==> src/hdl/asfc_pkg.sv <==
// Shared types, constants and helpers for the audio sample format converter.
package asfc_pkg;

  // Configuration register indexes
  typedef enum logic [2:0] {
    REG_SOURCE_FORMAT = 3'd0,
    REG_OUT_FLOAT     = 3'd1,
    REG_OUT_CHANNELS  = 3'd2,
    REG_GAIN_ENABLE   = 3'd3,
    REG_GAIN          = 3'd4
  } reg_index_t;

  typedef struct packed {
    logic [1:0]        source_format;
    logic              out_float;
    logic [1:0]        out_channels;
    logic              gain_enable;
    logic signed [15:0] gain;
  } cfg_t;

  localparam int CFG_DATA_W = 16;
  localparam int MAG_W      = 29;          // |value| <= 2^28 in Q28 units
  localparam int MSB_W      = 5;
  localparam int GAIN_FRAC  = 12;          // Q3.12 gain

  localparam logic [1:0]        SRC_FORMAT_RST  = 2'd2;
  localparam logic [1:0]        OUT_CHANNELS_RST = 2'd2;
  localparam logic [1:0]        OUT_CHANNELS_MONO = 2'd1;
  localparam logic signed [15:0] GAIN_UNITY     = 16'sd4096;
  localparam logic signed [15:0] GAIN_ZERO      = 16'sd0;
  localparam logic signed [32:0] INT16_MAX      = 33'sd32767;
  localparam logic signed [32:0] INT16_MIN      = -33'sd32768;
  localparam logic signed [32:0] ONE_Q28        = 33'sd268435456;
  localparam logic signed [32:0] ROUND_TO_ZERO  = 33'sd4095;
  // exponent = msb - 28 + 127
  localparam logic [7:0]        EXP_OFFSET      = 8'd99;

  // Raw sample to int16 domain: 8-bit is offset binary scaled by 256.
  function automatic logic signed [15:0] to_int16(input logic [15:0] raw,
                                                  input logic is8);
    logic signed [15:0] res;
    if (is8) res = {~raw[7], raw[6:0], 8'h00};
    else     res = raw;
    return res;
  endfunction

  // Position of the leading one (0 when the word is zero).
  function automatic logic [MSB_W-1:0] msb_index(input logic [MAG_W-1:0] mag);
    logic [MSB_W-1:0] idx;
    idx = '0;
    for (int i = 0; i < MAG_W; i++) begin
      if (mag[i]) idx = MSB_W'(i);
    end
    return idx;
  endfunction

endpackage

==> src/hdl/asfc_cfg.sv <==
// Configuration register bank with its write channel.
module asfc_cfg
  import asfc_pkg::*;
(
  input  logic                  clk,
  input  logic                  rst,
  input  logic                  cfg_valid,
  input  logic                  cfg_ready,
  input  logic [2:0]            cfg_index,
  input  logic [CFG_DATA_W-1:0] cfg_data,
  output cfg_t                  cfg
);

  always_ff @(posedge clk) begin
    if (rst) begin
      cfg.source_format <= SRC_FORMAT_RST;
      cfg.out_float     <= 1'b0;
      cfg.out_channels  <= OUT_CHANNELS_RST;
      cfg.gain_enable   <= 1'b1;
      cfg.gain          <= GAIN_UNITY;
    end else if (cfg_valid && cfg_ready) begin
      case (reg_index_t'(cfg_index))
        REG_SOURCE_FORMAT: cfg.source_format <= cfg_data[1:0];
        REG_OUT_FLOAT:     cfg.out_float     <= cfg_data[0];
        REG_OUT_CHANNELS:  cfg.out_channels  <= cfg_data[1:0];
        REG_GAIN_ENABLE:   cfg.gain_enable   <= cfg_data[0];
        REG_GAIN:          cfg.gain          <= $signed(cfg_data);
        default: ;  // unknown index: ignored
      endcase
    end
  end

endmodule

==> src/hdl/asfc_lane.sv <==
// One output channel: gain multiply, int16 clip or float32 packing.
module asfc_lane
  import asfc_pkg::*;
(
  input  logic signed [16:0] operand,    // int16 value, or float value in 2^-16 units
  input  logic               out_float,
  input  logic               apply_gain,
  input  logic signed [15:0] gain,
  output logic [31:0]        result
);

  logic signed [32:0]  prod;
  logic signed [32:0]  prod_adj;
  logic signed [32:0]  quot;
  logic [15:0]         int_val;
  logic signed [32:0]  fixed;
  logic [MAG_W-1:0]    mag;
  logic [MSB_W-1:0]    msb;
  logic [MAG_W-1:0]    norm;
  logic [31:0]         float_bits;

  assign prod = operand * gain;

  // int16: divide by 4096 truncating toward zero, then clip
  assign prod_adj = prod + (prod[32] ? ROUND_TO_ZERO : 33'sd0);
  assign quot     = prod_adj >>> GAIN_FRAC;

  always_comb begin
    if (!apply_gain)            int_val = operand[15:0];
    else if (quot > INT16_MAX)  int_val = 16'h7FFF;
    else if (quot < INT16_MIN)  int_val = 16'h8000;
    else                        int_val = quot[15:0];
  end

  // float: everything in Q28, bypass path scaled up to match
  always_comb begin
    if (!apply_gain)           fixed = {{4{operand[16]}}, operand, 12'b0};
    else if (prod > ONE_Q28)   fixed = ONE_Q28;
    else if (prod < -ONE_Q28)  fixed = -ONE_Q28;
    else                       fixed = prod;
  end

  assign mag  = fixed[32] ? MAG_W'(-fixed) : fixed[MAG_W-1:0];
  assign msb  = msb_index(mag);
  assign norm = mag << (MSB_W'(MAG_W - 1) - msb);

  always_comb begin
    if (mag == '0) float_bits = '0;
    else           float_bits = {fixed[32], 8'(msb) + EXP_OFFSET, norm[MAG_W-2 -: 23]};
  end

  assign result = out_float ? float_bits : {16'b0, int_val};

endmodule

==> src/hdl/audio_sample_format_converter_unit.sv <==
// Top level of the PCM sample format converter with gain.
//
// Input channel (in_valid / in_stall) carries one raw frame: sample_left,
// sample_right and frame_last. Output channel (out_valid / out_stall)
// returns one converted frame per input frame: out_left, out_right
// (int16 in the low half, or float32 bits) and out_last.
// The configuration channel (cfg_valid / cfg_ready, cfg_index, cfg_data)
// writes registers 0..4; cfg_ready is always high, unknown indexes are
// dropped. Write configuration only while no frame is in flight.
// A transferred frame goes into the input register, through one pass of logic,
// and into the result register, which drives the outputs.
// Throughput: one frame per cycle while the result is not stalled; the rate is
// set by the two-register pipeline, each lane holding one 17x16 multiplier.
// Stall: while the result waits, one more frame is taken into the input
// register; in_stall rises only when both registers are full and the
// result is stalled.
// Reset (rst, synchronous): both pipeline stages empty, registers back
// to 16-bit mono source, int16 stereo output, gain enabled at unity.
module audio_sample_format_converter_unit
  import asfc_pkg::*;
(
  input  logic                  clk,
  input  logic                  rst,
  // input frames
  input  logic                  in_valid,
  output logic                  in_stall,
  input  logic [15:0]           sample_left,
  input  logic [15:0]           sample_right,
  input  logic                  frame_last,
  // output frames
  output logic                  out_valid,
  input  logic                  out_stall,
  output logic [31:0]           out_left,
  output logic [31:0]           out_right,
  output logic                  out_last,
  // configuration writes
  input  logic                  cfg_valid,
  output logic                  cfg_ready,
  input  logic [2:0]            cfg_index,
  input  logic [CFG_DATA_W-1:0] cfg_data
);

  cfg_t cfg;

  // input register
  logic        s1_valid;
  logic [15:0] s1_left;
  logic [15:0] s1_right;
  logic        s1_last;

  logic in_xfer;
  logic out_adv;

  logic               is8;
  logic               src_stereo;
  logic               out_mono;
  logic               apply_gain;
  logic               silence;
  logic signed [15:0] xl;
  logic signed [15:0] xr;
  logic signed [16:0] sum;
  logic [16:0]        sum_adj;
  logic signed [15:0] avg;
  logic signed [16:0] left_op;
  logic signed [16:0] right_op;
  logic [31:0]        left_res;
  logic [31:0]        right_res;
  logic [31:0]        out_left_next;
  logic [31:0]        out_right_next;

  assign cfg_ready = 1'b1;

  asfc_cfg u_cfg (
    .clk       (clk),
    .rst       (rst),
    .cfg_valid (cfg_valid),
    .cfg_ready (cfg_ready),
    .cfg_index (cfg_index),
    .cfg_data  (cfg_data),
    .cfg       (cfg)
  );

  // Handshake: result register frees when it is empty or its transfer completes
  assign out_adv  = s1_valid && (!out_valid || !out_stall);
  assign in_stall = s1_valid && !out_adv;
  assign in_xfer  = in_valid && !in_stall;

  always_ff @(posedge clk) begin
    if (rst) begin
      s1_valid <= 1'b0;
    end else if (in_xfer) begin
      s1_valid <= 1'b1;
    end else if (out_adv) begin
      s1_valid <= 1'b0;
    end
  end

  always_ff @(posedge clk) begin
    if (in_xfer) begin
      s1_left  <= sample_left;
      s1_right <= sample_right;
      s1_last  <= frame_last;
    end
  end

  // Source decode and channel mixing
  assign is8        = ~cfg.source_format[1];
  assign src_stereo = cfg.source_format[0];
  assign out_mono   = (cfg.out_channels == OUT_CHANNELS_MONO);
  assign apply_gain = cfg.gain_enable && (cfg.gain != GAIN_UNITY);
  assign silence    = cfg.gain_enable && (cfg.gain == GAIN_ZERO);

  assign xl = to_int16(s1_left, is8);
  assign xr = src_stereo ? to_int16(s1_right, is8) : xl;

  // sum is also the exact float mono mix (2*xl for a mono source)
  assign sum     = {xl[15], xl} + {xr[15], xr};
  assign sum_adj = sum + {16'b0, sum[16]};   // halve toward zero
  assign avg     = sum_adj[16:1];

  assign left_op  = cfg.out_float ? (out_mono ? sum : {xl, 1'b0})
                                  : (out_mono ? {avg[15], avg} : {xl[15], xl});
  assign right_op = cfg.out_float ? {xr, 1'b0} : {xr[15], xr};

  asfc_lane u_lane_left (
    .operand    (left_op),
    .out_float  (cfg.out_float),
    .apply_gain (apply_gain),
    .gain       (cfg.gain),
    .result     (left_res)
  );

  asfc_lane u_lane_right (
    .operand    (right_op),
    .out_float  (cfg.out_float),
    .apply_gain (apply_gain),
    .gain       (cfg.gain),
    .result     (right_res)
  );

  assign out_left_next  = silence ? '0 : left_res;
  assign out_right_next = (silence || out_mono) ? '0 : right_res;

  // Result register
  always_ff @(posedge clk) begin
    if (rst) begin
      out_valid <= 1'b0;
    end else if (out_adv) begin
      out_valid <= 1'b1;
    end else if (!out_stall) begin
      out_valid <= 1'b0;
    end
  end

  always_ff @(posedge clk) begin
    if (out_adv) begin
      out_left  <= out_left_next;
      out_right <= out_right_next;
      out_last  <= s1_last;
    end
  end

  // Input side only stalls with a frame held in the input register
  a_stall_needs_frame: assert property (@(posedge clk) disable iff (rst)
    in_stall |-> (s1_valid && out_valid))
    else $error("in_stall without a held frame");

  // Silence forces all-zero output bits
  a_silence: assert property (@(posedge clk) disable iff (rst)
    (out_adv && silence) |=> (out_left == '0 && out_right == '0))
    else $error("silence gain gave non-zero output");

  // int16 output keeps the upper halves clear
  a_int_upper: assert property (@(posedge clk) disable iff (rst)
    (out_adv && !cfg.out_float) |=> (out_left[31:16] == '0 && out_right[31:16] == '0))
    else $error("int16 output with upper bits set");

endmodule

==> config.mk <==
export PLATFORM = sky130hd
export DESIGN_NAME = audio_sample_format_converter_unit
export DESIGN_NICKNAME = d
export VERILOG_FILES = /design/src/hdl/asfc_pkg.sv /design/src/hdl/asfc_cfg.sv /design/src/hdl/asfc_lane.sv /design/src/hdl/audio_sample_format_converter_unit.sv
export SDC_FILE = /design/constraint.sdc
export NUM_CORES = 2
export LEC_CHECK = 0
export BUFFER_PORTS_ARGS = -buffer_cell sky130_fd_sc_hd__clkbuf_2
export CORE_MARGIN = 4
export CORE_UTILIZATION = 37
export CTS_BUF_LIST = sky130_fd_sc_hd__clkbuf_16
export DETAILED_ROUTE_END_ITERATION = 16
export GPL_ROUTABILITY_DRIVEN = 1
export PLACE_DENSITY = 0.61
export SLEW_MARGIN = 20
export SYNTH_ARGS = -nofsm -noshare
export SYNTH_HDL_FRONTEND = slang
export SYNTH_SLANG_ARGS = --single-unit
==> constraint.sdc <==
create_clock -name clk -period 17.99 [get_ports clk]
set_input_delay 1.799 -clock clk [delete_from_list [all_inputs] [get_ports clk]]
set_output_delay 1.799 -clock clk [all_outputs]
set_load 0.05 [all_outputs]
After elaboration in Yosys (flattened, before gate mapping)
Cells that the tools add are included.

Word-level logic and storage cells: 157. Memory bits (read-only): 0. Bits of input ports: 57. Output and inout port bits: 68. Memories: 0. Bits in latches: 0. Memory bits (writable): 0. Register bits after elaboration: 122.

Order comparisons: 8. Div/mod/pow operators: 0. $mul: 2. Multiplexer cells: 87. Reduce and logical (&&, ||, !) cells: 23. Add/subtract/negate cells: 10. Bitwise gates (word level): 3. Equal/unequal tests: 7. Shifts and indexed selects: 2.

Operators by type and width (count): two-way mux 16 bit (14); two-way mux 33 bit (6); two-way mux 5 bit (26); adder 33 x 13 -> 33 bit (2); > comparator 33 x 30 -> 1 bit, second input constant (2); less-than comparator 33 x 29 -> 1 bit, second input constant (2); multiplier 17 x 16 -> 33 bit (2); two-way mux 4 bit (16); zero test 29 bit (2); two-way mux 29 bit (2); negation 29 bit (2); << shifter 29 x 5 -> 28 bit (2); two-way mux 17 bit (3); > comparator 21 x 16 -> 1 bit, second input constant (2); less-than comparator 21 x 16 -> 1 bit, second input constant (2); two-way mux 12 bit (2); two-way mux 3 bit (8); adder 16 x 16 -> 17 bit (1); adder 17 x 1 -> 17 bit (1); adder 5 x 7 -> 8 bit, second input constant (2); zero test 16 bit (1); inequality test 16 x 14 -> 1 bit, second input constant (1); AND reduction 2 bit (5); subtractor 5 bit, first input constant (2); 14 further kinds (34).

Depth between registers and ports, before layout
Word-level depth: 46. Gate-level depth with buffers: 82. Depth with buffers taken out: 69.

Modules after synthesis
A second synthesis with hierarchy kept.

Cells, all modules: 4548. Area total of the unflattened synthesis: 38474.4 µm².

By module, submodules not included: asfc_lane at u_lane_left (seq. area each 0.0 µm², cells each 1988, area an instance 16064.2 µm², times used 1); asfc_lane at u_lane_right (seq. area each 0.0 µm², cells each 1943, area an instance 15602.5 µm², times used 1); audio_sample_format_converter_unit (seq. area each 2982.9 µm², cells each 522, area an instance 5804.3 µm², times used 1); asfc_cfg (seq. area each 440.4 µm², cells each 95, area an instance 1003.5 µm², times used 1).

Worst setup path after synthesis
No wires, ideal clock.

Kind: flip-flop to flip-flop. From: register, netlist name u_cfg.cfg[21]. To: register out_left[18], data pin. Setup slack: 0.635 ns. Setup time: 0.275 ns. Stages on the path, launching flop included: 72. Data arrival time: 17.080 ns. Path through: dfxtp_1 -> clkbuf_1 -> clkbuf_1 -> buf_1 -> clkbuf_1 -> a21oi_1 -> a21oi_1 -> clkbuf_1 -> clkbuf_1 -> ha_1 -> inv_1 -> a22o_1 -> nand2_1 -> o21a_1 -> inv_1 -> ha_1 -> nand2_1 -> nor3_1 -> [36 not listed] -> nor4_1 -> o2111ai_1 -> nand2b_1 -> a2111oi_2 -> mux2i_1 -> o31ai_1 -> nand2_1 -> o211ai_1 -> nor2b_1 -> buf_2 -> buf_2 -> ha_1 -> xnor2_1 -> buf_2 -> buf_2 -> mux4_2 -> nand2_1 -> o221ai_1.

Longest elaborated chain between the ends: 43. Elaborated cells on any way between the ends: 48. Classes of those cells: add/sub: 4; mul: 1; order compare: 2; shift: 1; mux: 38; reduce/logical: 2.

RTL lines: two-way mux 16 bit (line asfc_pkg.sv:42) `if (is8) res = {~raw[7], raw[6:0], 8'h00};`; two-way mux 16 bit (line audio_sample_format_converter_unit.sv:114) `assign xr = src_stereo ? to_int16(s1_right, is8) : xl;`; adder 16 x 16 -> 17 bit (line audio_sample_format_converter_unit.sv:117) `assign sum = {xl[15], xl} + {xr[15], xr};`; adder 17 x 1 -> 17 bit (line audio_sample_format_converter_unit.sv:118) `assign sum_adj = sum + {16'b0, sum[16]};`; two-way mux 17 bit (line audio_sample_format_converter_unit.sv:122) `: (out_mono ? {avg[15], avg} : {xl[15], xl});`; two-way mux 17 bit (*) (line audio_sample_format_converter_unit.sv:121) `assign left_op = cfg.out_float ? (out_mono ? sum : {xl, 1'b0})`; multiplier 17 x 16 -> 33 bit (line asfc_lane.sv:22) `assign prod = operand * gain;`; less-than comparator 33 x 29 -> 1 bit (line asfc_lane.sv:39) `else if (prod < -ONE_Q28) fixed = -ONE_Q28;`; [4 not listed]; two-way mux 29 bit (*) (line asfc_lane.sv:43) `assign mag = fixed[32] ? MAG_W'(-fixed) : fixed[MAG_W-1:0];`; two-way mux 1 bit (line asfc_pkg.sv:52) `if (mag[i]) idx = MSB_W'(i);`; two-way mux 2 bit (2 in series) (line asfc_pkg.sv:52); two-way mux 3 bit (4 in series) (line asfc_pkg.sv:52); two-way mux 4 bit (8 in series) (line asfc_pkg.sv:52); two-way mux 5 bit (13 in series) (line asfc_pkg.sv:52); subtractor 5 bit (line asfc_lane.sv:45) `assign norm = mag << (MSB_W'(MAG_W - 1) - msb);`; << shifter 29 x 5 -> 28 bit (line asfc_lane.sv:45); end signal, assigned (line audio_sample_format_converter_unit.sv:157) `out_left <= out_left_next;`; end, declared (line audio_sample_format_converter_unit.sv:33) `output logic [31:0] out_left,`.

Mark *: on every way between the ends. The rest lies on a longest branch, timed or not. A chain may end at the register's enable or synchronous reset.

Final worst setup path
From: register, netlist name u_cfg.cfg[20]. To: register out_left[13], data pin.

Longest elaborated chain between the ends: 44. Elaborated cells on any way between the ends: 54. Classes of those cells: add/sub: 5; mul: 1; order compare: 4; shift: 1; mux: 42; reduce/logical: 1.

RTL lines: two-way mux 16 bit (*) (line audio_sample_format_converter_unit.sv:114); adder 16 x 16 -> 17 bit (*) (line audio_sample_format_converter_unit.sv:117); adder 17 x 1 -> 17 bit (line audio_sample_format_converter_unit.sv:118); two-way mux 17 bit (line audio_sample_format_converter_unit.sv:122); two-way mux 17 bit (*) (line audio_sample_format_converter_unit.sv:121); multiplier 17 x 16 -> 33 bit (line asfc_lane.sv:22); less-than comparator 33 x 29 -> 1 bit (line asfc_lane.sv:39); two-way mux 33 bit (line asfc_lane.sv:39); [5 not listed]; two-way mux 2 bit (2 in series) (line asfc_pkg.sv:52); two-way mux 3 bit (4 in series) (line asfc_pkg.sv:52); two-way mux 4 bit (8 in series) (line asfc_pkg.sv:52); two-way mux 5 bit (13 in series) (line asfc_pkg.sv:52); subtractor 5 bit (line asfc_lane.sv:45); << shifter 29 x 5 -> 28 bit (line asfc_lane.sv:45); two-way mux 16 bit (line asfc_lane.sv:48) `if (mag == '0) float_bits = '0;`; two-way mux 16 bit (*) (line asfc_lane.sv:52) `assign result = out_float ? float_bits : {16'b0, int_val};`.

Marked as above.

==> out/metrics.cfg <==
[layout]
regArea_sq_mm = 0.00343
area_delta_synth_final_pct = 7.93
layout.cells.non_filler = 5933
layout_common_cells = inv_1 (693), nand2_1 (560), fa_1 (553)
fill_cells = 10257
drive_gt1_share_pct = 9.18
final_common_cell = inv_1
multiInputGateArea_sq_mm = 0.0305
finalNetCount = 5386

[critical_path]
crit_family = simple AND/OR/NAND/NOR gates
crit_path_start_kind = flop
crit_buf_inv = 11
arrival_ps = 17110
worst-path-max-fanout = 24
cpMostUsedCell = fa_1
critPathCaptureType = flop
critical-path-max-stage-delay_ps = 600
crit_slowest_cell = or4_1
worstPathRequired_ps = 18170
path_class = reg2reg

[global_route]
gr-total-overflow = 0
grt_usage_pct = 23.0
grt_pass1_wl_mm = 195
antenna_found_initial = 4
grt_pass1_vias = 33461
grt_max_degree = 75

[die]
die_h_um = 326
die_x_um = 326
initial_core_util_pct = 37.3
rows = 116
pin_count = 125
core_region_area_sq_mm = 0.100
dieArea_sq_mm = 0.106

[synthesis]
synth_seq_area_share_pct = 9.15
synthArstFlopShare_pct = 0
synth_area_per_cell_sq_um = 8.21
yosys_warnings = 0
syn_area_sq_mm = 0.0374
synth_edf_count = 98
ys_types = 107
ys_ff_latch = 122
netlist_instances = 4556
ys.flop_type = edfxtp_1

[power]
ir_worst_vdd_mv = 0.350
powerDensity_mw_per_mm2 = 103
leakage_nw = 18.0

[route]
dr.pass1.iters = 6
routed_wl_mm = 123
postRouteAntennaNets = 0
drc = 0
vias = 33271
vias_per_cell = 5.61
wl_per_cell_um = 20.8
drtIter0Drc = 3262

[cts]
cts_root_buf = clkbuf_16
tritoncts = done
clk_latency_ps = 460
htreeDepth = 4
cts_sinks = 122
clock_path_buffers = 2
clk_pin_slew_ps = 60
cts_made_buffers = 17

[place]
port_buffers = 123
dp_hpwl_mm = 98.2
placed_cells = 5898
place_congestion = 0.970

[min_path]
hp-class = reg2reg

[timing]
max_freq_ghz = 0.0590
finalSetupTns_ps = 0
final-max-slew-violation-count = 0
setup_viol = 0
finalCriticalPeriod_ps = 16940
fin_skew_ps = 35.5
relSlewSlack_pct = 23.1
tightest_slew_ps = 1150
finalCritPeriodShare_pct = 94.2
hold_viol_final = 0

[status]
status = complete, no violations

[job]
cap_violations = 0

what timing repair did:
item	4_1_cts	5_1_grt
gates resized for setup	0	19
setup endpoints to repair	0	25
hold buffers	0	0
buffers inserted	0	2
synth_stat cells (14+ instances only):
cell type	number	area [sq um]
inv_1	692	2600
nand2_1	560	2100
fa_1	553	11100
and2_1	264	1650
nor2_1	259	972
ha_1	214	2680
clkbuf_1	207	777
a21oi_1	183	916
o21ai_0	148	741
mux2i_1	117	1170
edfxtp_1	98	2940
xnor2_1	84	736
nor3_1	72	360
nand3_1	67	335
o211ai_1	50	375
and3_1	48	300
a211oi_1	46	345
a21o_1	45	338
mux2_2	44	495
xor2_1	40	350
nand2b_1	37	231
o221ai_1	37	324
a31oi_1	34	213
nor4_1	33	206
o21a_1	31	233
buf_2	30	150
nand4_1	28	175
nor2b_1	28	175
or3_1	27	169
o31ai_1	25	188
dfxtp_1	24	480
or2_2	23	144
a211o_1	22	193
a22oi_1	22	165
and4_1	22	193
o21ai_1	21	105
o22ai_1	18	113
nor3b_1	15	113
o21bai_1	15	113
a221oi_1	14	123
a32oi_1	14	123
worst register-to-register path, delay by kind of cell, from the launching register on:
family / cells / cell delay, ps
AO/OA/AOI/OAI: 16 / 4490
adder cells (fa/ha/maj): 11 / 4240
buffers and inverters: 11 / 1340
flip-flops: 1 / 350
multiplexers: 3 / 960
AND/OR/NAND/NOR: 22 / 5250
path summary, 6_finish.rpt:
check,from,endpoint,slack [ps],depth (start not counted)
hold reg to reg,s1_last$_DFFE_PP_,out_last$_DFFE_PP_,440,0
setup / recovery,u_cfg.cfg[20]$_SDFFE_PP0P_,out_left[13]$_SDFFCE_PP0P_,1050,63
hold / removal,s1_last$_DFFE_PP_,out_last$_DFFE_PP_,440,0
setup reg to reg,u_cfg.cfg[20]$_SDFFE_PP0P_,out_left[13]$_SDFFCE_PP0P_,1050,63
area by class of cell:
type                    instances  share of cell area (%)
multi-input cells            3482                    75.6
flip-flops and latches        122                    8.49
inverters                     698                    6.49
well taps                    1357                    4.20
repair buffers                241                    3.79
clock buffers                  17                    1.05
clock inverters                15                   0.353
diodes                          1                 0.00620
where the power goes:
group / internal (mW) / leakage [nW] / switching (mW) / total [mW]
Clock: 0.192 / 0.274 / 0.154 / 0.346
Sequential: 0.336 / 1.12 / 0.0123 / 0.349
Combinational: 1.22 / 16.6 / 2.25 / 3.48
registers in the layout (all words and copies together) (netlist names), 16 cells and up:
| register | cells |
|---|---|
| u_cfg.cfg | 22 |
| s1_right | 16 |
| s1_left | 16 |
| out_left | 32 |
| out_right | 32 |
logic make-up after synthesis:
| family | count (synthesis) | synth area share [%] |
|---|---|---|
| adder cells (fa/ha/maj) | 767 | 36.7 |
| buffers and inverters | 953 | 9.76 |
| flip-flops | 122 | 9.15 |
| AO/OA/AOI/OAI | 880 | 16.2 |
| XOR/XNOR | 125 | 2.95 |
| AND/OR/NAND/NOR | 1539 | 20.4 |
| multiplexers | 168 | 4.81 |
| other | 2 | 0.0201 |
through the flow:
stage | util (%) | power (mW) | cell area [sq um] | hold WS (ps) | worst slack, ps
after floorplan | - | 2.79 | 37400 | 400 | 635
after global placement | 39.6 | 3.72 | 39700 | 409 | 837
after detailed placement | 39.6 | 3.71 | 39700 | 413 | 569
after CTS | 40.2 | 4.07 | 40300 | 434 | 471
after global routing | 40.3 | 4.48 | 40400 | 446 | -15.8
final | 40.3 | 4.17 | 40400 | 438 | 1050
layer usage:
layer | vias up | part of all wire (%) | routed length [um] | GRT usage (%)
li1 | 15263 | - | - | -
met1 | 16546 | 44 | 54800 | 31.9
met2 | 1257 | 46 | 56300 | 37.2
met3 | 203 | 6.8 | 8410 | 3.52
met4 | 2 | 3.1 | 3780 | 6.63
met5 | - | 0.011 | 13 | 0
Power figures use the tool's default switching activity.
